File: src/rtl/core/sxor_pkg.sv
`default_nettype none

package sxor_pkg;

    localparam int BLOCK_BYTES   = 64;
    localparam int WORDS         = BLOCK_BYTES / 4;
    localparam int DOUBLE_ROUNDS = 10;
    // two half quarter-round steps per round, two rounds per double round
    localparam int ROUND_STEPS   = 4 * DOUBLE_ROUNDS;
    localparam int STEP_W        = $clog2(ROUND_STEPS);
    localparam int POS_W         = $clog2(BLOCK_BYTES) + 1;
    localparam int QUEUE_DEPTH   = 2;
    localparam int QPTR_W        = $clog2(QUEUE_DEPTH);
    localparam int CFG_IDX_W     = 3;

    typedef enum logic [CFG_IDX_W-1:0] {
        REG_KEY0  = 3'd0,
        REG_KEY1  = 3'd1,
        REG_KEY2  = 3'd2,
        REG_KEY3  = 3'd3,
        REG_NONCE = 3'd4
    } cfg_reg_t;

    localparam logic [31:0] SIGMA [4] = '{
        32'h6170_7865, 32'h3320_646e, 32'h7962_2d32, 32'h6b20_6574
    };

    // word indices a, b, c, d of each quarter-round: column round, then row round
    localparam logic [3:0] QR_IDX [2][4][4] = '{
        '{'{4'd0,  4'd4,  4'd8,  4'd12},
          '{4'd5,  4'd9,  4'd13, 4'd1},
          '{4'd10, 4'd14, 4'd2,  4'd6},
          '{4'd15, 4'd3,  4'd7,  4'd11}},
        '{'{4'd0,  4'd1,  4'd2,  4'd3},
          '{4'd5,  4'd6,  4'd7,  4'd4},
          '{4'd10, 4'd11, 4'd8,  4'd9},
          '{4'd15, 4'd12, 4'd13, 4'd14}}
    };

    typedef logic [WORDS-1:0][31:0] state_t;
    typedef logic [3:0][63:0] key_t;

    typedef struct packed {
        logic [7:0] data_in;
        logic       message_start;
    } item_t;

    typedef struct packed {
        logic take;
        logic restart;
    } gen_ctl_t;

    function automatic logic [31:0] rotl32(input logic [31:0] v, input int s);
        return (v << s) | (v >> (32 - s));
    endfunction

    function automatic state_t make_init(input key_t key, input logic [63:0] nonce,
                                         input logic [63:0] ctr);
        state_t s;
        s[0]  = SIGMA[0];
        s[1]  = key[0][31:0];
        s[2]  = key[0][63:32];
        s[3]  = key[1][31:0];
        s[4]  = key[1][63:32];
        s[5]  = SIGMA[1];
        s[6]  = nonce[31:0];
        s[7]  = nonce[63:32];
        s[8]  = ctr[31:0];
        s[9]  = ctr[63:32];
        s[10] = SIGMA[2];
        s[11] = key[2][31:0];
        s[12] = key[2][63:32];
        s[13] = key[3][31:0];
        s[14] = key[3][63:32];
        s[15] = SIGMA[3];
        return s;
    endfunction

endpackage

`default_nettype wire

File: src/rtl/core/sxor_out_if.sv
`default_nettype none

interface sxor_out_if import sxor_pkg::*; ();
    logic       valid;
    logic       ready;
    logic [7:0] data_out;

    modport source (output valid, output data_out, input ready);
    modport sink   (input valid, input data_out, output ready);
endinterface

`default_nettype wire

File: src/rtl/core/sxor_back.sv
`default_nettype none

module sxor_back import sxor_pkg::*; (
    input  wire logic    clk,
    input  wire logic    rst_n,
    input  wire logic    head_valid,
    input  wire item_t   head,
    output logic         pop,
    input  wire logic    blk_valid,
    input  wire state_t  blk,
    output gen_ctl_t     ctl,
    sxor_out_if.source   result
);

    state_t             buf_reg;
    logic [POS_W-1:0]   pos_reg;
    logic               start_done_reg;
    logic               out_valid_reg;
    logic [7:0]         out_data_reg;
    logic               eff_start;
    logic               out_free;
    logic               have_ks;
    state_t             src;
    logic [31:0]        ks_word;
    logic [7:0]         ks_byte;

    // start flag of the head transaction counts once, then the item runs as a normal byte
    assign eff_start   = head.message_start & ~start_done_reg;
    assign out_free    = ~out_valid_reg | result.ready;
    assign have_ks     = ~pos_reg[POS_W-1] | blk_valid;
    assign ctl.restart = head_valid & eff_start;
    assign pop         = head_valid & ~eff_start & have_ks & out_free;
    assign ctl.take    = pop & pos_reg[POS_W-1];

    // empty buffer: read the first byte straight from the next block
    assign src     = pos_reg[POS_W-1] ? blk : buf_reg;
    assign ks_word = src[pos_reg[POS_W-2:2]];
    assign ks_byte = ks_word[{pos_reg[1:0], 3'b000} +: 8];

    assign result.valid    = out_valid_reg;
    assign result.data_out = out_data_reg;

    always_ff @(posedge clk or negedge rst_n)
    begin
        if (!rst_n)
        begin
            pos_reg        <= POS_W'(BLOCK_BYTES);
            start_done_reg <= 1'b0;
            out_valid_reg  <= 1'b0;
        end
        else
        begin
            if (ctl.restart)
            begin
                pos_reg        <= POS_W'(BLOCK_BYTES);
                start_done_reg <= 1'b1;
            end
            else if (pop)
            begin
                start_done_reg <= 1'b0;
                pos_reg        <= ctl.take ? POS_W'(1) : pos_reg + POS_W'(1);
            end
            if (pop)
            begin
                out_valid_reg <= 1'b1;
            end
            else if (result.ready)
            begin
                out_valid_reg <= 1'b0;
            end
        end
    end

    always_ff @(posedge clk)
    begin
        if (ctl.take)
        begin
            buf_reg <= blk;
        end
        if (pop)
        begin
            out_data_reg <= head.data_in ^ ks_byte;
        end
    end

    a_pos_range: assert property (@(posedge clk) disable iff (!rst_n)
        pos_reg <= POS_W'(BLOCK_BYTES))
        else $error("byte position beyond block");

    a_take_needs_block: assert property (@(posedge clk) disable iff (!rst_n)
        ctl.take |-> blk_valid)
        else $error("buffer loaded without a finished block");

    a_restart_empties: assert property (@(posedge clk) disable iff (!rst_n)
        ctl.restart |=> pos_reg == POS_W'(BLOCK_BYTES) && start_done_reg)
        else $error("message start did not empty the keystream buffer");

endmodule

`default_nettype wire

File: src/flat_wrapper.sv
// flat-port wrapper written by rule: the top's interface ports become plain ports
module sxor_back_flat import sxor_pkg::*;
  (clk, rst_n, head_valid, head, pop, blk_valid, blk, ctl, result_valid, result_data_out, result_ready);
  sxor_out_if result_i ();
  input  wire logic clk;
  input  wire logic rst_n;
  input  wire logic head_valid;
  input  wire item_t head;
  output logic pop;
  input  wire logic blk_valid;
  input  wire state_t blk;
  output gen_ctl_t ctl;
  output wire logic [$bits(result_i.valid)-1:0] result_valid;
  output wire logic [$bits(result_i.data_out)-1:0] result_data_out;
  input wire logic [$bits(result_i.ready)-1:0] result_ready;
  assign result_valid = result_i.valid;
  assign result_data_out = result_i.data_out;
  assign result_i.ready = result_ready;
  sxor_back u_core (.clk(clk), .rst_n(rst_n), .head_valid(head_valid), .head(head), .pop(pop), .blk_valid(blk_valid), .blk(blk), .ctl(ctl), .result(result_i));
endmodule
File: config.mk
export PLATFORM = sky130hd
export DESIGN_NAME = sxor_back_flat
export DESIGN_NICKNAME = d
export VERILOG_FILES = /design/src/rtl/core/sxor_pkg.sv /design/src/rtl/core/sxor_out_if.sv /design/src/rtl/core/sxor_back.sv /design/src/flat_wrapper.sv
export SDC_FILE = /design/constraint.sdc
export NUM_CORES = 1
export LEC_CHECK = 0
export BUFFER_PORTS_ARGS = -buffer_cell sky130_fd_sc_hd__buf_4
export CORE_AREA = 3 3 231 233
export DETAILED_ROUTE_END_ITERATION = 12
export DIE_AREA = 0 0 234 236
export PLACE_DENSITY = 0.8
export SETUP_SLACK_MARGIN = 0.1
export SLEW_MARGIN = 10
export SYNTH_ARGS = -nofsm -noshare
export SYNTH_HDL_FRONTEND = slang
export SYNTH_SLANG_ARGS = --single-unit
export TNS_END_PERCENT = 100
File: constraint.sdc
create_clock -name clk -period 13.7 [get_ports clk]
set_clock_uncertainty 0.05 [all_clocks]
set_input_delay 0.685 -clock clk [delete_from_list [all_inputs] [get_ports clk]]
set_output_delay 0.685 -clock clk [all_outputs]
set_load 0.02 [all_outputs]
## Word level (Yosys, flattened, before mapping)

Cells that the tools add are included.

- Word-level logic and storage cells: 48
- Output and inout port bits: 12
- Flip-flop bits (word level): 529
- Bits of input ports: 526

- $lt $le $gt $ge: 1
- Reductions and logical operators: 2
- Shifts and indexed selects: 1
- Add/subtract/negate cells: 1
- Mux-type cells: 10
- Bitwise gates (word level): 13

Operators by type and width:

| operator | count |
|---|---|
| $mux 512 | 1 |
| $bmux 32 s4 | 1 |
| $mux 32 | 1 |
| $shiftx 32x6->8 | 1 |
| $mux 7 | 3 |
| $xor 8x8->8 | 1 |
| $add 7x1->7 const B | 1 |
| $and 1x1->1 | 6 |
| $lt 4x5->1 const B | 1 |
| $mux 1 | 4 |
| $not 1->1 | 4 |
| $reduce_bool 2->1 | 2 |
| $or 1x1->1 | 2 |

## Depth between registers and ports, before layout

- Depth in word-level cells: 10
- Gate-level depth with buffers: 11
- Mapped depth without buffers: 7

## Least setup slack after synthesis

OpenSTA, ideal clock, no wires.

- Path type: register to register
- Start: register u_core.pos_reg[6]
- End: register u_core.buf_reg[0] (netlist bit), enable pin
- Path buffers: 3
- Clock period less this slack: 14305 ps
- Arrival time: 13307 ps
- Library setup time: 947 ps
- Required time: 12703 ps
- Cell stages (with the launch flop): 8
- Slack: -605 ps
- Cell sequence: dfstp_2 -> buf_6 -> buf_6 -> buf_2 -> nand2b_1 -> nand4_1 -> clkinv_1 -> and2_1

RTL lines:

| item | line | source |
|---|---|---|
| from (decl) | sxor_back.sv:16 | `logic [POS_W-1:0] pos_reg;` |
| from (signal assigned) | sxor_back.sv:47 | `pos_reg <= POS_W'(BLOCK_BYTES);` |
| from (signal assigned) | sxor_back.sv:55 | `pos_reg <= POS_W'(BLOCK_BYTES);` |
| from (signal assigned) | sxor_back.sv:61 | `pos_reg <= ctl.take ? POS_W'(1) : pos_reg + POS_W'(1);` |
| to (signal assigned) | sxor_back.sv:78 | `buf_reg <= blk;` |
| to (decl) | sxor_back.sv:15 | `state_t buf_reg;` |

## Worst setup path in the final report

- Start: register u_core.pos_reg[6]
- End: register u_core.buf_reg[125] (netlist bit), enable pin

- Word-level cells in the longest chain between the ends: 5

Ends and longest elaborated chain:

| item | line | source |
|---|---|---|
| $not 1->1 | sxor_back.sv:30 | `assign have_ks = ~pos_reg[POS_W-1] \| blk_valid;` |
| $or 1x1->1 | sxor_back.sv:30 |  |
| $and 1x1->1 (2 in a row) | sxor_back.sv:32 | `assign pop = head_valid & ~eff_start & have_ks & out_free;` |
| $and 1x1->1 (*) | sxor_back.sv:33 | `assign ctl.take = pop & pos_reg[POS_W-1];` |

Mark *: on every way between the ends. The rest lies on a longest branch, timed or not.
A chain may end at the register's enable or synchronous reset.

==> flow_metrics.py <==
metrics = {
    "grt": {
        "met2_usage_pct": 41.92,
        "grt_pass1_vias": 16950,
        "met3_usage_pct": 6.135,
        "grt_usage_pct": 26.72,
        "antenna_found_initial": 9,
        "grt_overflow": 0,
        "grt_max_degree": 176,
        "grt_use_met1_pct": 37.04,
        "grt_pass1_wl_um": 109100,
        "grt_most_used_layer": "met2",
    },
    "cts": {
        "clk_path_buf_depth": 3,
        "cts_tree": "yes",
        "clock_sinks": 529,
        "htreeDepth": 2,
        "numCtsBuffers": 55,
        "insertion_delay_ns": 0.61,
        "postCtsSetupBuffers": 0,
        "cts.clk_slew.worst_paths_ns": 0.06,
        "clock-root-buffer": "clkbuf_16",
    },
    "synthesis": {
        "async_flop_share_pct": 1.701,
        "synth_cell_types": 50,
        "muxShareOfSynthArea_pct": 22.86,
        "synthSimpleGateAreaFrac_pct": 3.503,
        "synth-compound-area-share_pct": 6.517,
        "syn_area_sq_mm": 0.02461,
        "syn_nets": 1872,
        "synth_top_family_by_area": "multiplexers",
        "synth_xor_area_share_pct": 0.1779,
        "ys_ff_latch": 529,
        "synth_adder_area_share_pct": 0.05084,
        "ys.flop_type": "edfxtp_1",
        "synth_edf_count": 520,
        "synth_warnings": 0,
        "seq_area_frac_synth_pct": 64.36,
        "avgSynthCellArea_sq_um": 18.30,
        "syn_inst": 1345,
    },
    "sta": {
        "rsz0062_at_grt": "no",
        "slew_headroom_pct": 19.30,
        "hold_viol": 0,
        "drv_slew": 0,
        "setup_viol": 0,
        "max_freq_ghz": 0.1726,
        "tightest_slew_ns": 1.205,
        "fin_crit_sh_pct": 42.29,
        "finalSetupTns_ns": 0,
        "worst_slack_ns": 7.906,
        "fin_crit_ns": 5.794,
    },
    "critical_path": {
        "worstSetupEndpointType": "flip-flop",
        "max_stage_delay_ns": 0.93,
        "worstPathRequired_ns": 13.86,
        "critPathMaxFanout": 83,
        "startpoint_type": "flip-flop",
        "critPathArrivalTime_ns": 5.95,
        "worstPathCellList": "nand2b_1 > nand4_1 > clkinv_1 > and2_4 > buf_4 > buf_4 > buf_4",
        "worst-setup-path-type": "flip-flop to flip-flop",
        "crit_path_frequent_cell": "buf_4",
        "cpMaxStageDelayCell": "buf_4",
    },
    "job": {
        "max_cap_viol_count": 0,
    },
    "finish": {
        "drive_gt1_share_pct": 44.53,
        "final_cells": 2588,
        "area_growth_pct": 25.45,
        "largest_register_ffs": 512,
        "nNetsFinal": 2387,
    },
    "power_and_ir_drop": {
        "ir_drop_v": 0.0001344,
        "power_density_mw_per_mm2": 181.2,
        "p_leak_nw": 10.85,
    },
    "placement": {
        "place.gp.congestion": 0.8501,
        "dp_cells": 2482,
        "place_ws_ns": 7.874,
        "dp_hpwl_um": 54230,
        "io_buffers": 537,
    },
    "run_status": {
        "status": "finished, final reports clean",
    },
    "route": {
        "drtPass1Iterations": 5,
        "num_vias": 16320,
        "drt-initial-drc-count": 1848,
        "avgRoutedWirePerCell_um": 28.99,
        "drc_errors": 0,
        "wl_um": 75010,
        "ant_nets": 0,
        "vias_per_cell": 6.308,
    },
    "floorplan": {
        "core_sq_mm": 0.05141,
        "die_w_um": 234,
        "die_h_um": 236,
        "start_util_pct": 47.88,
        "top_level_ports": 538,
        "die_area_sq_mm": 0.05522,
        "rows": 83,
    },
    "hold_path": {
        "hp-class": "input port to flip-flop",
    },
}
-- power breakdown --
part	total, mW	switching (mW)	internal, mW
logic	1.96	1.05	0.906
registers	2.18	0.106	2.07
clock network	1.46	0.620	0.840
-- logic make-up after synthesis --
| kind of cell | after synthesis |
|---|---|
| compound gates | 219 |
| buf+inv | 107 |
| flops | 529 |
| simple gates | 157 |
| mux | 327 |
| xor+xnor | 5 |
| fa+ha+maj | 1 |
-- area by class of cell --
cell class | instances | area, sq um
Sequential cell | 529 | 15860
Fill cell | 3743 | 20530
Inverter | 5 | 18.77
Clock inverter | 32 | 285.3
Tap cell | 680 | 850.8
Clock buffer | 65 | 1444
Multi-Input combinational cell | 709 | 8172
Antenna cell | 8 | 20.02
Timing Repair Buffer | 560 | 4232
-- cells in the mapped netlist, types with 5 or more instances --
library cell | n | area, sq um
a21oi_1 | 23 | 115.1
a221oi_1 | 33 | 289.0
a22o_1 | 23 | 201.4
a22oi_1 | 67 | 503.0
a31oi_1 | 13 | 81.33
and2_1 | 5 | 31.28
and3_1 | 7 | 43.79
buf_1 | 8 | 30.03
buf_2 | 24 | 120.1
buf_4 | 9 | 67.56
buf_6 | 21 | 236.5
clkbuf_1 | 40 | 150.1
dfrtp_1 | 8 | 200.2
edfxtp_1 | 520 | 15610
mux2i_1 | 139 | 1391
mux4_2 | 188 | 4234
nand2_1 | 37 | 138.9
nand2b_1 | 7 | 43.79
nand3_1 | 24 | 120.1
nand4_1 | 13 | 81.33
nor2_1 | 22 | 82.58
nor2b_1 | 13 | 81.33
nor4_2 | 5 | 62.56
o211ai_1 | 7 | 52.55
o21ai_0 | 22 | 110.1
o22ai_1 | 9 | 56.30
or3_1 | 5 | 31.28
xnor2_1 | 5 | 43.79
-- cell usage in the layout (no fill, tap or decap), drive strengths merged, types with 22 or more instances in the layout --
| master | instances |
|---|---|
| a21oi | 23 |
| a221oi | 35 |
| a22o | 23 |
| a22oi | 67 |
| buf | 559 |
| clkbuf | 65 |
| clkinv | 26 |
| edfxtp | 520 |
| mux2i | 139 |
| mux4 | 188 |
| nand2 | 37 |
| nand3 | 24 |
| nor2 | 22 |
| o21ai | 22 |
-- per-stage QoR --
stage / utilization [%] / hold WS [ns] / total power [mW] / cell area, sq um
global route: 60.06 / 0.1858 / 5.842 / 30870
floorplan: - / 0.3394 / 3.668 / 24610
finish: 60.07 / 0.2109 / 5.595 / 30880
detailed placement: 56.64 / 0.4081 / 4.164 / 29120
CTS: 60.03 / 0.1826 / 5.626 / 30860
global placement: 56.64 / 0.4042 / 4.119 / 29120
-- worst max-delay path: cells and delay by family (launching register included) --
kind,cells,cell delay (ns)
AND/OR/NAND/NOR,3,1.36
flip-flops,1,0.65
buffers and inverters,4,3.17
-- routing by layer --
layer | up-vias | part of all wire, %
li1 | 6817 | -
met1 | 8334 | 39
met2 | 1020 | 48
met3 | 149 | 9.9
met4 | 4 | 3.6
met5 | - | 0.036
-- worst paths after layout --
path,startpoint,endpoint,slack (ns),cells past startpoint
max,u_core.pos_reg[6]$_DFFE_PN1P_,u_core.buf_reg[125]$_DFFE_PP_,7.91,7
min,blk[412],u_core.buf_reg[412]$_DFFE_PP_,0.21,1
max reg2reg,u_core.pos_reg[6]$_DFFE_PN1P_,u_core.buf_reg[125]$_DFFE_PP_,7.91,7
min reg2reg,u_core.start_done_reg$_DFFE_PN0P_,u_core.start_done_reg$_DFFE_PN0P_,0.43,1
max in group asynchronous,rst_n,u_core.pos_reg[6]$_DFFE_PN1P_,12.95,2
min in group asynchronous,rst_n,u_core.pos_reg[4]$_DFFE_PN0P_,0.41,2
-- timing repair --
action | CTS | global route
gates resized for setup | 0 | 0
hold buffers | 1 | 0
endpoints found under the hold margin | 8 | 0
Note: power is estimated with default switching activity, not from simulation.
