### config.mk
export PLATFORM = sky130hd
export DESIGN_NAME = sxor_front_flat
export DESIGN_NICKNAME = d
export VERILOG_FILES = /design/src/rtl/core/sxor_pkg.sv /design/src/rtl/core/sxor_in_if.sv /design/src/rtl/core/sxor_front.sv /design/src/flat_wrapper.sv
export SDC_FILE = /design/constraint.sdc
export NUM_CORES = 1
export LEC_CHECK = 0
export BUFFER_PORTS_ARGS = -buffer_cell sky130_fd_sc_hd__buf_2
export CAP_MARGIN = 20
export CORE_ASPECT_RATIO = 1.2
export CORE_MARGIN = 4
export CORE_UTILIZATION = 52
export DETAILED_ROUTE_END_ITERATION = 7
export PLACE_DENSITY = 0.83
export RECOVER_POWER = 25
export SLEW_MARGIN = 10
export SYNTH_ARGS = -nofsm -noshare
export SYNTH_HDL_FRONTEND = slang
export SYNTH_SLANG_ARGS = --single-unit
export TNS_END_PERCENT = 1
### constraint.sdc
create_clock -name clk -period 2.1 [get_ports clk]
set_input_delay 0.315 -clock clk [delete_from_list [all_inputs] [get_ports clk]]
set_output_delay 0.315 -clock clk [all_outputs]
set_load 0.005 [all_outputs]
### src/rtl/core/sxor_pkg.sv
`default_nettype none

package sxor_pkg;

    localparam int BLOCK_BYTES   = 64;
    localparam int WORDS         = BLOCK_BYTES / 4;
    localparam int DOUBLE_ROUNDS = 10;
    // two half quarter-round steps per round, two rounds per double round
    localparam int ROUND_STEPS   = 4 * DOUBLE_ROUNDS;
    localparam int STEP_W        = $clog2(ROUND_STEPS);
    localparam int POS_W         = $clog2(BLOCK_BYTES) + 1;
    localparam int QUEUE_DEPTH   = 2;
    localparam int QPTR_W        = $clog2(QUEUE_DEPTH);
    localparam int CFG_IDX_W     = 3;

    typedef enum logic [CFG_IDX_W-1:0] {
        REG_KEY0  = 3'd0,
        REG_KEY1  = 3'd1,
        REG_KEY2  = 3'd2,
        REG_KEY3  = 3'd3,
        REG_NONCE = 3'd4
    } cfg_reg_t;

    localparam logic [31:0] SIGMA [4] = '{
        32'h6170_7865, 32'h3320_646e, 32'h7962_2d32, 32'h6b20_6574
    };

    // word indices a, b, c, d of each quarter-round: column round, then row round
    localparam logic [3:0] QR_IDX [2][4][4] = '{
        '{'{4'd0,  4'd4,  4'd8,  4'd12},
          '{4'd5,  4'd9,  4'd13, 4'd1},
          '{4'd10, 4'd14, 4'd2,  4'd6},
          '{4'd15, 4'd3,  4'd7,  4'd11}},
        '{'{4'd0,  4'd1,  4'd2,  4'd3},
          '{4'd5,  4'd6,  4'd7,  4'd4},
          '{4'd10, 4'd11, 4'd8,  4'd9},
          '{4'd15, 4'd12, 4'd13, 4'd14}}
    };

    typedef logic [WORDS-1:0][31:0] state_t;
    typedef logic [3:0][63:0] key_t;

    typedef struct packed {
        logic [7:0] data_in;
        logic       message_start;
    } item_t;

    typedef struct packed {
        logic take;
        logic restart;
    } gen_ctl_t;

    function automatic logic [31:0] rotl32(input logic [31:0] v, input int s);
        return (v << s) | (v >> (32 - s));
    endfunction

    function automatic state_t make_init(input key_t key, input logic [63:0] nonce,
                                         input logic [63:0] ctr);
        state_t s;
        s[0]  = SIGMA[0];
        s[1]  = key[0][31:0];
        s[2]  = key[0][63:32];
        s[3]  = key[1][31:0];
        s[4]  = key[1][63:32];
        s[5]  = SIGMA[1];
        s[6]  = nonce[31:0];
        s[7]  = nonce[63:32];
        s[8]  = ctr[31:0];
        s[9]  = ctr[63:32];
        s[10] = SIGMA[2];
        s[11] = key[2][31:0];
        s[12] = key[2][63:32];
        s[13] = key[3][31:0];
        s[14] = key[3][63:32];
        s[15] = SIGMA[3];
        return s;
    endfunction

endpackage

`default_nettype wire

### src/rtl/core/sxor_in_if.sv
`default_nettype none

interface sxor_in_if import sxor_pkg::*; ();
    logic       valid;
    logic       ready;
    logic [7:0] data_in;
    logic       message_start;

    modport source (output valid, output data_in, output message_start, input ready);
    modport sink   (input valid, input data_in, input message_start, output ready);
endinterface

`default_nettype wire

### src/rtl/core/sxor_front.sv
`default_nettype none

module sxor_front import sxor_pkg::*; (
    input  wire logic  clk,
    input  wire logic  rst_n,
    sxor_in_if.sink    item,
    output logic       head_valid,
    output item_t      head,
    input  wire logic  pop
);

    item_t               q_reg [QUEUE_DEPTH];
    logic [QPTR_W-1:0]   wr_ptr_reg, wr_ptr_next;
    logic [QPTR_W-1:0]   rd_ptr_reg, rd_ptr_next;
    logic [QPTR_W:0]     count_reg, count_next;
    logic                accept;

    assign item.ready = (count_reg != (QPTR_W+1)'(QUEUE_DEPTH));
    assign accept     = item.valid & item.ready;
    assign head_valid = (count_reg != '0);
    assign head       = q_reg[rd_ptr_reg];

    always_comb
    begin
        wr_ptr_next = wr_ptr_reg;
        rd_ptr_next = rd_ptr_reg;
        if (accept)
        begin
            wr_ptr_next = (wr_ptr_reg == QPTR_W'(QUEUE_DEPTH - 1)) ? '0
                                                                 : wr_ptr_reg + QPTR_W'(1);
        end
        if (pop)
        begin
            rd_ptr_next = (rd_ptr_reg == QPTR_W'(QUEUE_DEPTH - 1)) ? '0
                                                                 : rd_ptr_reg + QPTR_W'(1);
        end
        case ({accept, pop})
            2'b10:   count_next = count_reg + (QPTR_W+1)'(1);
            2'b01:   count_next = count_reg - (QPTR_W+1)'(1);
            default: count_next = count_reg;
        endcase
    end

    always_ff @(posedge clk or negedge rst_n)
    begin
        if (!rst_n)
        begin
            wr_ptr_reg <= '0;
            rd_ptr_reg <= '0;
            count_reg  <= '0;
        end
        else
        begin
            wr_ptr_reg <= wr_ptr_next;
            rd_ptr_reg <= rd_ptr_next;
            count_reg  <= count_next;
        end
    end

    always_ff @(posedge clk)
    begin
        if (accept)
        begin
            q_reg[wr_ptr_reg] <= '{data_in: item.data_in, message_start: item.message_start};
        end
    end

endmodule

`default_nettype wire

### src/flat_wrapper.sv
// flat-port wrapper written by rule: the top's interface ports become plain ports
module sxor_front_flat import sxor_pkg::*;
  (clk, rst_n, head_valid, head, pop, item_valid, item_data_in, item_message_start, item_ready);
  sxor_in_if item_i ();
  input  wire logic clk;
  input  wire logic rst_n;
  output logic head_valid;
  output item_t head;
  input  wire logic pop;
  input wire logic [$bits(item_i.valid)-1:0] item_valid;
  input wire logic [$bits(item_i.data_in)-1:0] item_data_in;
  input wire logic [$bits(item_i.message_start)-1:0] item_message_start;
  output wire logic [$bits(item_i.ready)-1:0] item_ready;
  assign item_i.valid = item_valid;
  assign item_i.data_in = item_data_in;
  assign item_i.message_start = item_message_start;
  assign item_ready = item_i.ready;
  sxor_front u_core (.clk(clk), .rst_n(rst_n), .item(item_i), .head_valid(head_valid), .head(head), .pop(pop));
endmodule
**Word level (Yosys, flattened, before mapping)**

Memory sizes are Yosys's and may differ from the RTL's.
Index checks and enable logic that the tools add are counted.

- Input port bits: 13
- Memories: 1
- Word-level logic and storage cells: 19
- Flip-flop bits (word level): 4
- RAM bits: 18
- Output and inout port bits: 11

Memory list:

| memory | words | bits a word | rd ports | clocked after Yosys merged registers in | wr ports | RTL line | text |
|---|---|---|---|---|---|---|---|
| u_core.q_reg | 2 | 9 | 1 | 0 | 1 | sxor_front.sv:12 | `item_t q_reg [QUEUE_DEPTH];` |

- Muxes and demuxes: 5
- Add/sub/neg operators: 4
- Bitwise gates (word level): 1
- Reductions and logical operators: 2
- Eq/ne operators: 3

Operators by type and width:

| operator | count |
|---|---|
| $mux W1 | 4 |
| $pmux W2 S2 | 1 |
| $reduce_bool A2 Y1 | 2 |
| $add A1 B1 Y1 const B | 2 |
| $add A2 B1 Y2 const B | 1 |
| $eq A2 B1 Y1 const B | 1 |
| $eq A2 B2 Y1 const B | 1 |
| $ne A2 B2 Y1 const B | 1 |
| $sub A2 B1 Y2 const B | 1 |
| $and A1 B1 Y1 | 1 |

**Logic depth before layout (Yosys ltp)**

Gate-level depths: netlist (run 1).

- Depth in word-level cells: 4
- Depth in mapped cells: 6
- Gate-level depth less buffers: 6

**Least setup slack after synthesis (run 1)**

No wires, ideal clock.

- Path kind: reg-to-reg
- Start point: register u_core.count_reg[0]
- End point: memory u_core.q_reg[0][0] in the netlist's numbering (enable)
- Cell stages (with the launch flop): 4
- Required time: 1.726 ns
- Arrival: 1.038 ns
- Period minus slack after synthesis: 1.413 ns
- Path slack: 0.687 ns
- Cell sequence: dfrtp_1 nand2b_4 nand2_1 nor2_1

- Word-level cells in the longest chain between the ends: 4

Ends and longest elaborated chain:

| item | RTL line | text |
|---|---|---|
| from (decl) | sxor_front.sv:15 | `logic [QPTR_W:0] count_reg, count_next;` |
| from (signal assigned) | sxor_front.sv:56 | `count_reg <= count_next;` |
| $ne A2 B2 Y1 | sxor_front.sv:18 | `assign item.ready = (count_reg != (QPTR_W+1)'(QUEUE_DEPTH));` |
| via item_ready | flat_wrapper.sv:13 | `output wire logic [$bits(item_i.ready)-1:0] item_ready;` |
| $and A1 B1 Y1 | sxor_front.sv:19 | `assign accept = item.valid & item.ready;` |
| $mux W1 | sxor_front.sv:62 | `if (accept)` |
| $mux W1 (implied by the code) | sxor_front.sv:64 | `q_reg[wr_ptr_reg] <= '{data_in: item.data_in, message_start: item.message_start};` |
| to (decl) | sxor_front.sv:12 |  |

The timed path passes the listed nets, and every way through them passes these cells.

==> results of run 1 <==
[kinds of logic after synthesis]
kind of cell | after synthesis | synth area share [%]
buf+inv | 1 | 0.595
flops | 22 | 76.2
mux | 9 | 12.1
xor+xnor | 5 | 5.21
fa+ha+maj | 1 | 1.49
simple gates | 6 | 4.46
[cells in the final DEF (no fill, tap or decap), types with 2 or more instances in the layout]
cell type / synthesis / routed
mux2_2: 9 / 9
dfrtp_1: 4 / 4
xor2_1: 2 / 2
clkbuf_4: 0 / 3
xnor2_1: 3 / 3
buf_2: 1 / 22
edfxtp_1: 18 / 18
nor2_1: 2 / 2
[metrics by stage]
step,area (um^2),util (%),total power (W)
final,1010,68.4,0.00125
after floorplan,841,-,0.000941
after detailed placement,980,66.1,0.00109
after global routing,1010,68.4,0.00134
after global placement,980,66.1,0.00108
after CTS,1020,68.5,0.00127
[cell type report]
| class | count | share of cell area, % |
|---|---|---|
| Timing Repair Buffer | 25 | 12.9 |
| Clock inverter | 1 | 0.370 |
| Tap cell | 17 | 2.10 |
| Multi-Input combinational cell | 21 | 19.2 |
| Clock buffer | 3 | 2.22 |
| Sequential cell | 22 | 63.1 |
[how the worst max path moves through the flow]
stage / from / to / slack (ps) / cells past startpoint
4_1_cts: u_core.rd_ptr_reg$_DFFE_PN0P_ / head[0] / 390 / 2
3_3_place_gp: u_core.rd_ptr_reg$_DFFE_PN0P_ / head[0] / 700 / 2
5_1_grt: u_core.rd_ptr_reg$_DFFE_PN0P_ / head[3] / 310 / 2
3_5_place_dp: u_core.rd_ptr_reg$_DFFE_PN0P_ / head[0] / 720 / 2
2_1_floorplan: u_core.count_reg[0]$_DFFE_PN0P_ / u_core.q_reg[0][0]$_DFFE_PP_ / 690 / 3
6_report: u_core.rd_ptr_reg$_DFFE_PN0P_ / head[0] / 410 / 2
[layer usage]
metal,up-vias,global-route usage [%]
met3,2,2.77
met1,214,11.1
met5,-,0
met4,0,3.02
met2,15,21.8
li1,217,-
[where the power goes]
part | leakage [nW] | switching, W | total, W | internal [W]
Sequential | 0.214 | 0.0000834 | 0.000690 | 0.000606
Combinational | 0.177 | 0.000152 | 0.000384 | 0.000231
Clock | 0.0154 | 0.000109 | 0.000177 | 0.0000689
Total | 0.406 | 0.000344 | 0.00125 | 0.000907
[what timing repair did]
item,CTS,global route
setup endpoints to repair,0,0
endpoints found under the hold margin,4,0
hold buffers,1,0
[critical path: stages, from the launching register on]
cell and delay [ps]:
dfrtp_1 590, mux2_2 380, buf_2 120
==> results by group, run 1 <==
Outcome
  – Outcome: finished clean

Final layout
  – Final non-filler cell total: between 80 and 90
  – Max FFs per register: 18
  – Ant diodes: 0
  – Fill cells: 101
  – Area of the multi-input gates: 195 um^2
  – Register area: 641 um^2
  – Layout cell share with drive strength beyond 1: between 50% and 60%
  – Area delta synth->final: 20.7%
  – Nets: 87

Min path
  – Min-Delay Endpoint: u_core.q_reg[1][6]$_DFFE_PP_
  – Hold Path Class: in2reg
  – Hold wc startpoint: item_data_in[5]
  – WHS Path Cells: 1

Clocking
  – CTS sink cnt: 22
  – Clock slew at reported path FFs: 110 ps
  – Root buffer cell: clkbuf_4
  – Setup Buffers After CTS: 0
  – Clock latency on the worst-skew pair: 280 ps
  – CTS tree: yes
  – CTS Buf Count: 3
  – H-tree Lvls: 1
  – Clock Path Buffers: 2
  – Post-cts sizing count: 0

STA
  – Clock skew: approximately 5.2 ps
  – Fmax: between 0.5 and 0.6 GHz
  – Setup ws final: 411 ps
  – Endpoints failing hold: 0
  – Tmin final: 1690 ps
  – Worst hold slack: around 210 ps
  – Slew @ Worst Pin: 417 ps
  – Max-slew violation count: 0
  – Final Setup Violations: 0
  – Setup TNS: 0 ps
  – Slew HR: 72.2%
  – Final period util: 80.4%
  – Unrepaired setup endpoints after global routing: no

Drt
  – Met2 wire length: between 600 and 700 um
  – Drc violations: 0
  – DR WL/cell: approximately 13 um
  – Routed metal-1 wire length: 443 um
  – Post-DRT Antenna Nets: 0
  – Initial DRC Count: 7
  – DRT Pass-1 Iters: 3
  – Vias per std cell: 5.03
  – Routed WL: ~1200 um
  – Top Metal Used: met4
  – WL met3: 88 um
  – Via count: 448

Die
  – Effective utilization at floorplan: 56.7%
  – Die Wd: ~45 um
  – Site Rows: 15
  – Area of the core: 1480 um^2
  – Die height: 52.1 um
  – Io pins: 24
  – Die Area: between 2000 and 2500 um^2

Synthesis
  – Most frequent cell after synthesis: edfxtp_1
  – Synth top area share: 64.3%
  – Ys Warns: 0
  – Register area share after synthesis: between 70% and 80%
  – Seq cells post-synth: 22
  – Commonest cells in the synthesized netlist: 18 x edfxtp_1, 9 x mux2_2, 4 x dfrtp_1
  – Asr flop ratio synth: 18.2%
  – Post-Syn Nets: 58
  – Synth area leaders: edfxtp_1 64%, mux2_2 12%, dfrtp_1 12%
  – Mean post-synth cell area: 19.1 um^2
  – Post-synth top flop: edfxtp_1
  – Mapped Area: 841 um^2
  – Post-synth top area cell: edfxtp_1
  – Mapped Cells: 44
  – Number of synthesized flops with an enable pin: 18
  – Cell variety after synth: 12

Critical path
  – WP data required: around 1800 ps
  – Worst path arrival time: 1370 ps
  – Worst reg2reg startpoint: u_core.count_reg[0]$_DFFE_PN0P_
  – Worst R2R End: u_core.count_reg[1]$_DFFE_PN0P_
  – Crit. End Element: output pin
  – R2r setup slk: approximately 750 ps
  – Worst R2R Path Depth: 5
  – Max FO, Critical Path: 10
  – CP startpoint kind: flip-flop
  – CP Class: reg2out

Place
  – IO buf count: 23
  – Dpl ws: 721 ps
  – Detailed placement HPWL: around 900 um
  – Placed cell count: 84
  – Gpl congestion: 0.690

Power
  – Power per cell area: 1230 nW/um^2
  – Max rail drop VDD: 0.703 mV
  – Pleak: 0.406 nW

GRT
  – Initial antenna violation count: 0
  – Vias in the first global route: 482
  – Pin count of the biggest net entering global routing: 13
  – First-pass GRT wire length: 1900 um
  – Total global routing track utilization: around 11%
  – GR Overflow Total: 0

Flow run
  – Max Cap Violations: 0
Power figures use the tool's default switching activity.
==> run 2, diff against run 1 <==
--- a/config.mk
+++ b/config.mk
@@ -9,9 +9,9 @@
 export CAP_MARGIN = 20
 export CORE_ASPECT_RATIO = 1.2
 export CORE_MARGIN = 4
-export CORE_UTILIZATION = 52
+export CORE_UTILIZATION = 48
 export DETAILED_ROUTE_END_ITERATION = 7
-export PLACE_DENSITY = 0.83
+export PLACE_DENSITY = 0.78
 export RECOVER_POWER = 25
 export SLEW_MARGIN = 10
 export SYNTH_ARGS = -nofsm -noshare
==> constraint.sdc (replaced) <==
create_clock -name clk -period 1.67 [get_ports clk]
set_input_delay 0.2505 -clock clk [delete_from_list [all_inputs] [get_ports clk]]
set_output_delay 0.2505 -clock clk [all_outputs]
set_load 0.005 [all_outputs]
==> run 2 against run 1 <==
- hold slack worse by 68 ps
- critical endpoint is now head[7]
- highest routed layer unchanged
- core utilization is 5.9 points lower
- global-route usage decreased by 0.094 points
- largest cell class unchanged
- non-clock buffer count did not move
- design area grew 1.1%
- cell count increased by 1.1%
==> results by group, run 2 (same netlist as run 1, synthesis figures left out) <==
STA
  – Fmax: 0.646 GHz
  – Slew @ Worst Pin: 422 ps (was 417 ps)
  – Unrepaired setup endpoints after global routing: no (unchanged)
  – Final Setup Violations: 0 (unchanged)
  – Tmin final: ~1500 ps
  – Setup TNS: 0 ps (unchanged)
  – Final period util: 92.6%
  – Setup ws final: 123 ps (was 411 ps)
  – Endpoints failing hold: 0 (unchanged)
  – Max-slew violation count: 0 (unchanged)
  – Clock skew: 4.16 ps (was 5.16 ps)
  – Slew HR: 71.9% (was 72.2%)

Flow run
  – Max Cap Violations: 0 (unchanged)

Place
  – IO buf count: 23 (unchanged)
  – Dpl ws: 323 ps (was 721 ps)
  – Gpl congestion: 0.626 (was 0.690)

Drt
  – Initial DRC Count: 3 (was 7)
  – Post-DRT Antenna Nets: 0 (unchanged)
  – Vias per std cell: 4.89 (was 5.03)
  – DRT Pass-1 Iters: 3 (unchanged)
  – DR WL/cell: 13.8 um (was 13.0 um)
  – Via count: 440 (was 448)
  – Drc violations: 0 (unchanged)
  – Routed WL: 1240 um (was 1160 um)

Clocking
  – CTS sink cnt: 22 (unchanged)
  – Clock latency on the worst-skew pair: 290 ps (was 280 ps)
  – Clock slew at reported path FFs: 110 ps (about the same)
  – Root buffer cell: clkbuf_4 (unchanged)
  – CTS tree: yes (unchanged)
  – CTS Buf Count: 3 (unchanged)
  – Setup Buffers After CTS: 0 (unchanged)
  – Clock Path Buffers: 2 (unchanged)
  – H-tree Lvls: 1 (unchanged)

Die
  – Effective utilization at floorplan: 51.2% (was 56.7%)
  – Die height: 53.8 um (was 52.1 um)
  – Site Rows: 16 (was 15)
  – Die Wd: 46.2 um (was 44.7 um)
  – Die Area: 2490 um^2 (was 2330 um^2)
  – Io pins: 24 (unchanged)
  – Area of the core: 1640 um^2 (was 1480 um^2)

Critical path
  – Highest-delay cell along the critical path: dfrtp_2 (was dfrtp_1)
  – Worst-path cell chain: mux2_2 > buf_2 (unchanged)
  – Worst path max stage delay: 520 ps (was 590 ps)
  – Max FO, Critical Path: 10 (unchanged)
  – Worst path arrival time: 1300 ps (was 1370 ps)
  – CP startpoint kind: flip-flop (unchanged)
  – CP Class: reg2out (unchanged)
  – WP data required: 1420 ps (was 1780 ps)
  – WP buf/inv: 1 (unchanged)
  – Crit. End Element: output pin (unchanged)
  – Crit-path leading delay family: flip-flops (unchanged)
  – R2r setup slk: 330 ps (was 750 ps)

Final layout
  – Layout cell share with drive strength beyond 1: 52.8% (was 51.4%)
  – Area delta synth->final: 22.0% (was 20.7%)
  – Nets: 87 (unchanged)
  – Most frequent cells in the layout: 21 x buf_2, 18 x edfxtp_1, 9 x mux2_2 (was 22 x buf_2, 18 x edfxtp_1, 9 x mux2_2)
  – Ant diodes: 0 (unchanged)
  – Max FFs per register: 18 (unchanged)
  – Most common cell after layout, fill and taps aside: buf_2 (unchanged)

Power
  – Pleak: 0.408 nW (was 0.406 nW)
  – Power per cell area: 1590 nW/um^2 (was 1230 nW/um^2)
  – Max rail drop VDD: 0.921 mV (was 0.703 mV)

GRT
  – First-pass GRT wire length: 1890 um (was 1900 um)
  – Initial antenna violation count: 0 (unchanged)
  – Total global routing track utilization: 11.0% (was 11.1%)
  – Vias in the first global route: 457 (was 482)
  – Pin count of the biggest net entering global routing: 13 (unchanged)
  – GR Overflow Total: 0 (unchanged)

Outcome
  – Outcome: finished clean (unchanged)

Min path
  – Hold Path Class: in2reg (unchanged)
## run 2: cell types whose count changed in the layout (fill, tap and decap cells not counted), sizes merged
cell / before / now
clkinv: 1 / 0
clkbuf: 4 / 6
buf: 23 / 22
## run 2: layout make-up
type,instances,area (um^2)
timing repair buffer,25,130
multi-input combinational,21,195
sequential,22,642
fill,133,616
clock buffer,4,36.3
tap,18,22.5
## run 2: worst register-to-register path: stages (launching register included)
cell,delay [ps]
dfrtp_1,420
nand2b_4,150
and3_1,420
## run 2: per-layer routing
| layer | track usage [%] | vias up | wire (um) |
|---|---|---|---|
| met4 | 2.84 | 0 | 8 |
| met2 | 18.3 | 15 | 597 |
| met1 | 13.9 | 206 | 540 |
| li1 | - | 217 | - |
| met3 | 3.34 | 2 | 97 |
| met5 | 0 | - | 0 |
## run 2: where the power goes
group          internal [W]  switching (W)
clock network      0.000133       0.000139
registers          0.000766       0.000111
logic              0.000291       0.000192
## run 2: timing repair
action / in CTS / in global routing
hold endpoints to repair: 4 / 0
resized for setup: 1 / 0
hold buffers: 1 / 0
setup endpoints to repair: 9 / 0
## run 2: final timing paths
| path | startpoint | endpoint | depth (start not counted) |
|---|---|---|---|
| max | u_core.rd_ptr_reg$_DFFE_PN0P_ | head[7] | 2 |
| min reg2reg | u_core.wr_ptr_reg$_DFFE_PN0P_ | u_core.wr_ptr_reg$_DFFE_PN0P_ | 1 |
| min in group asynchronous | rst_n | u_core.count_reg[0]$_DFFE_PN0P_ | 2 |
| max reg2reg | u_core.count_reg[0]$_DFFE_PN0P_ | u_core.q_reg[1][3]$_DFFE_PP_ | 2 |
| max in group asynchronous | rst_n | u_core.rd_ptr_reg$_DFFE_PN0P_ | 2 |
| min | pop | u_core.rd_ptr_reg$_DFFE_PN0P_ | 2 |
## run 2: stage by stage
step           area [um^2]  total power, W  instances  utilization (%)  hold slack, ps
5_1_grt               1030         0.00174         90             62.5             120
4_1_cts               1030         0.00166         90             62.7             137
2_1_floorplan          841         0.00118         44                -           -45.1
3_3_place_gp           981         0.00137         85             59.8            61.9
3_5_place_dp           981         0.00138         85             59.8            62.5
6_report              1030         0.00163         90             62.5             143
==> run 3, diff against run 2 <==
==> constraint.sdc (replaced) <==
create_clock -name clk -period 1.6 [get_ports clk]
set_input_delay 0.24 -clock clk [delete_from_list [all_inputs] [get_ports clk]]
set_output_delay 0.24 -clock clk [all_outputs]
set_load 0.005 [all_outputs]
==> run 3 against run 2 <==
- sequential power rose by 4.2%
- wire length up 13%
- highest routed layer unchanged
- clock skew rose by 0.92 ps
- critical path depth did not move
- largest cell class unchanged
- combinational power up 9.9%
- global-route usage grew 2.7 points
- worst setup slack got worse by 85 ps
- via count up 4.5%
- sequential cell count unchanged
- die area did not move
- register-to-register slack got worse by 80 ps
- non-clock buffer count grew 1
==> results by group, run 3 (same netlist as run 1, synthesis figures left out) <==
Outcome
  – Outcome: finished clean (unchanged)

Final layout
  – Most frequent cells in the layout: 20 x buf_2, 18 x edfxtp_1, 9 x mux2_2 (was 21 x buf_2, 18 x edfxtp_1, 9 x mux2_2)
  – Area of the multi-input gates: 195 um^2 (unchanged)
  – Post-route cell area: 1050 um^2 (was 1030 um^2)
  – Fill cells: 116 (was 133)
  – Layout cell share with drive strength beyond 1: 52.1% (was 52.8%)
  – Nets: 88 (was 87)
  – End-of-flow core utilization: 63.9% (was 62.5%)
  – Register area: 642 um^2 (unchanged)
  – Most common cell after layout, fill and taps aside: buf_2 (unchanged)
  – Ant diodes: 0 (unchanged)
  – Max FFs per register: 18 (unchanged)
  – Area delta synth->final: 24.7% (was 22.0%)

Critical path
  – Worst reg2reg startpoint: u_core.count_reg[0]$_DFFE_PN0P_ (unchanged)
  – CP Class: reg2out (unchanged)
  – Worst R2R Path Depth: 5 (was 2)
  – CP startpoint kind: flip-flop (unchanged)
  – WP data required: 1360 ps (was 1420 ps)
  – R2r setup slk: 250 ps (was 330 ps)
  – Crit. End Element: output pin (unchanged)
  – Crit path to: head[2] (was head[7])
  – Worst path arrival time: 1320 ps (was 1300 ps)
  – Max FO, Critical Path: 10 (unchanged)
  – Setup crit start: u_core.rd_ptr_reg$_DFFE_PN0P_ (unchanged)
  – Worst R2R End: u_core.count_reg[1]$_DFFE_PN0P_ (was u_core.q_reg[1][3]$_DFFE_PP_)

Drt
  – Initial DRC Count: 3 (unchanged)
  – DR WL/cell: 15.5 um (was 13.8 um)
  – Vias per std cell: 5.05 (was 4.89)
  – Drc violations: 0 (unchanged)
  – Post-DRT Antenna Nets: 0 (unchanged)
  – DRT Pass-1 Iters: 2 (was 3)
  – Via count: 460 (was 440)
  – Routed WL: 1410 um (was 1240 um)

Place
  – Placed inst area: 988 um^2 (was 981 um^2)
  – IO buf count: 23 (unchanged)
  – Dpl ws: 247 ps (was 323 ps)
  – Gpl congestion: 0.639 (was 0.626)
  – Detailed placement HPWL: 1070 um

GRT
  – Vias in the first global route: 457 (unchanged)
  – GR Overflow Total: 0 (unchanged)
  – Total global routing track utilization: 13.7% (was 11.0%)
  – Initial antenna violation count: 0 (unchanged)
  – First-pass GRT wire length: 2160 um (was 1890 um)
  – Pin count of the biggest net entering global routing: 14 (was 13)

Flow run
  – Max Cap Violations: 0 (unchanged)

STA
  – Setup TNS: 0 ps (unchanged)
  – Unrepaired setup endpoints after global routing: yes (was no)
  – Setup ws final: 37.5 ps (was 123 ps)
  – Final Setup Violations: 0 (unchanged)
  – Final period util: 97.7%
  – Max-slew violation count: 0 (unchanged)
  – Slew @ Worst Pin: 418 ps (was 422 ps)
  – Fmax: ~0.64 GHz
  – Slew HR: 72.1% (was 71.9%)
  – Clock skew: 5.09 ps (was 4.16 ps)
  – Tmin final: 1560 ps
  – Endpoints failing hold: 0 (unchanged)

Power
  – Net Sw Power: 0.000494 W (was 0.000442 W)
  – Share of power burned in registers: 49.1% (was 53.8%)
  – Clock network fraction of total power: 22.3% (was 16.6%)
  – Pleak: 0.417 nW (was 0.408 nW)
  – Max rail drop VDD: 1.29 mV (was 0.921 mV)
  – Power per cell area: 1770 nW/um^2 (was 1590 nW/um^2)
  – Comb pwr share: 28.5% (was 29.6%)
  – Internal cell power: 0.00137 W (was 0.00119 W)
  – Overall Power: 0.00186 W (was 0.00163 W)
  – Sw Share: 26.5% (was 27.1%)

Clocking
  – CTS Buf Count: 3 (unchanged)
  – CTS sink cnt: 22 (unchanged)
  – Setup Buffers After CTS: 0 (unchanged)
  – H-tree Lvls: 1 (unchanged)
  – Root buffer cell: clkbuf_4 (unchanged)
  – Clock slew at reported path FFs: 120 ps (was 110 ps)
  – CTS tree: yes (unchanged)
  – Clock Path Buffers: 2 (unchanged)
  – Clock latency on the worst-skew pair: 310 ps (was 290 ps)

Min path
  – Hold Path Class: in2reg (unchanged)
  – WHS Path Cells: 1 (was 2)

Die
  – Die height: 53.8 um (unchanged)
  – Die Wd: 46.2 um (unchanged)
  – Site Rows: 16 (unchanged)
  – Area of the core: 1640 um^2 (unchanged)
  – Effective utilization at floorplan: 51.2% (unchanged)
  – Io pins: 24 (unchanged)
  – Die Area: 2490 um^2 (unchanged)
[run 3: cell count changes in the layout (fill, tap and decap cells not counted), sizes merged]
cell,change
bufinv,+1
[run 3: area by class of cell]
class                           count  share of cell area (%)
Tap cell                           18                    2.15
Clock buffer                        3                    2.15
Sequential cell                    22                    61.2
Multi-Input combinational cell     21                    18.6
Timing Repair Buffer               26                    13.0
Clock inverter                      1                    2.86
[run 3: worst max-delay path, cell delays in order, from the launching register on]
cell and delay, ps:
dfrtp_2 520, mux2_2 380, buf_2 130
[run 3: how the worst min path moves through the flow]
stage                     from                              end  slack, ps
3_5_place_dp             rst_n  u_core.count_reg[1]$_DFFE_PN0P_         50
4_1_cts        item_data_in[2]     u_core.q_reg[1][3]$_DFFE_PP_        100
2_1_floorplan            rst_n  u_core.count_reg[0]$_DFFE_PN0P_        -60
3_3_place_gp             rst_n  u_core.count_reg[1]$_DFFE_PN0P_         50
5_1_grt        item_data_in[7]     u_core.q_reg[0][8]$_DFFE_PP_         80
6_report       item_data_in[2]     u_core.q_reg[1][3]$_DFFE_PP_        110
[run 3: stage by stage]
stage                     hold WS (ps)  cells
after floorplan                  -55.6     44
after global placement            51.9     86
after detailed placement          54.8     86
after CTS                          102     91
after global routing              84.3     91
final                              113     91
[run 3: what timing repair did]
action / 4_1_cts / 5_1_grt
hold buffers: 1 / 0
gates resized for setup: 1 / 0
endpoints found under the hold margin: 4 / 0
gates cloned: 0 / 0
setup endpoints to repair: 9 / 8
[run 3: per-layer routing]
layer / share of wire [%] / wire length, um / GRT usage, %
met2: 50 / 703 / 22.2
met4: 3.2 / 45 / 11.4
met5: 0 / 0 / 0
met1: 40 / 557 / 14.2
met3: 7.1 / 100 / 4.01
[run 3: power by group through the flow]
stage	Sequential (W)	Clock [W]	Combinational [W]
global route	0.000929	0.000461	0.000583
global placement	0.000918	0	0.000519
finish	0.000914	0.000416	0.000531
detailed placement	0.000927	0	0.000540
floorplan	0.000862	0	0.000374
CTS	0.000919	0.000424	0.000544
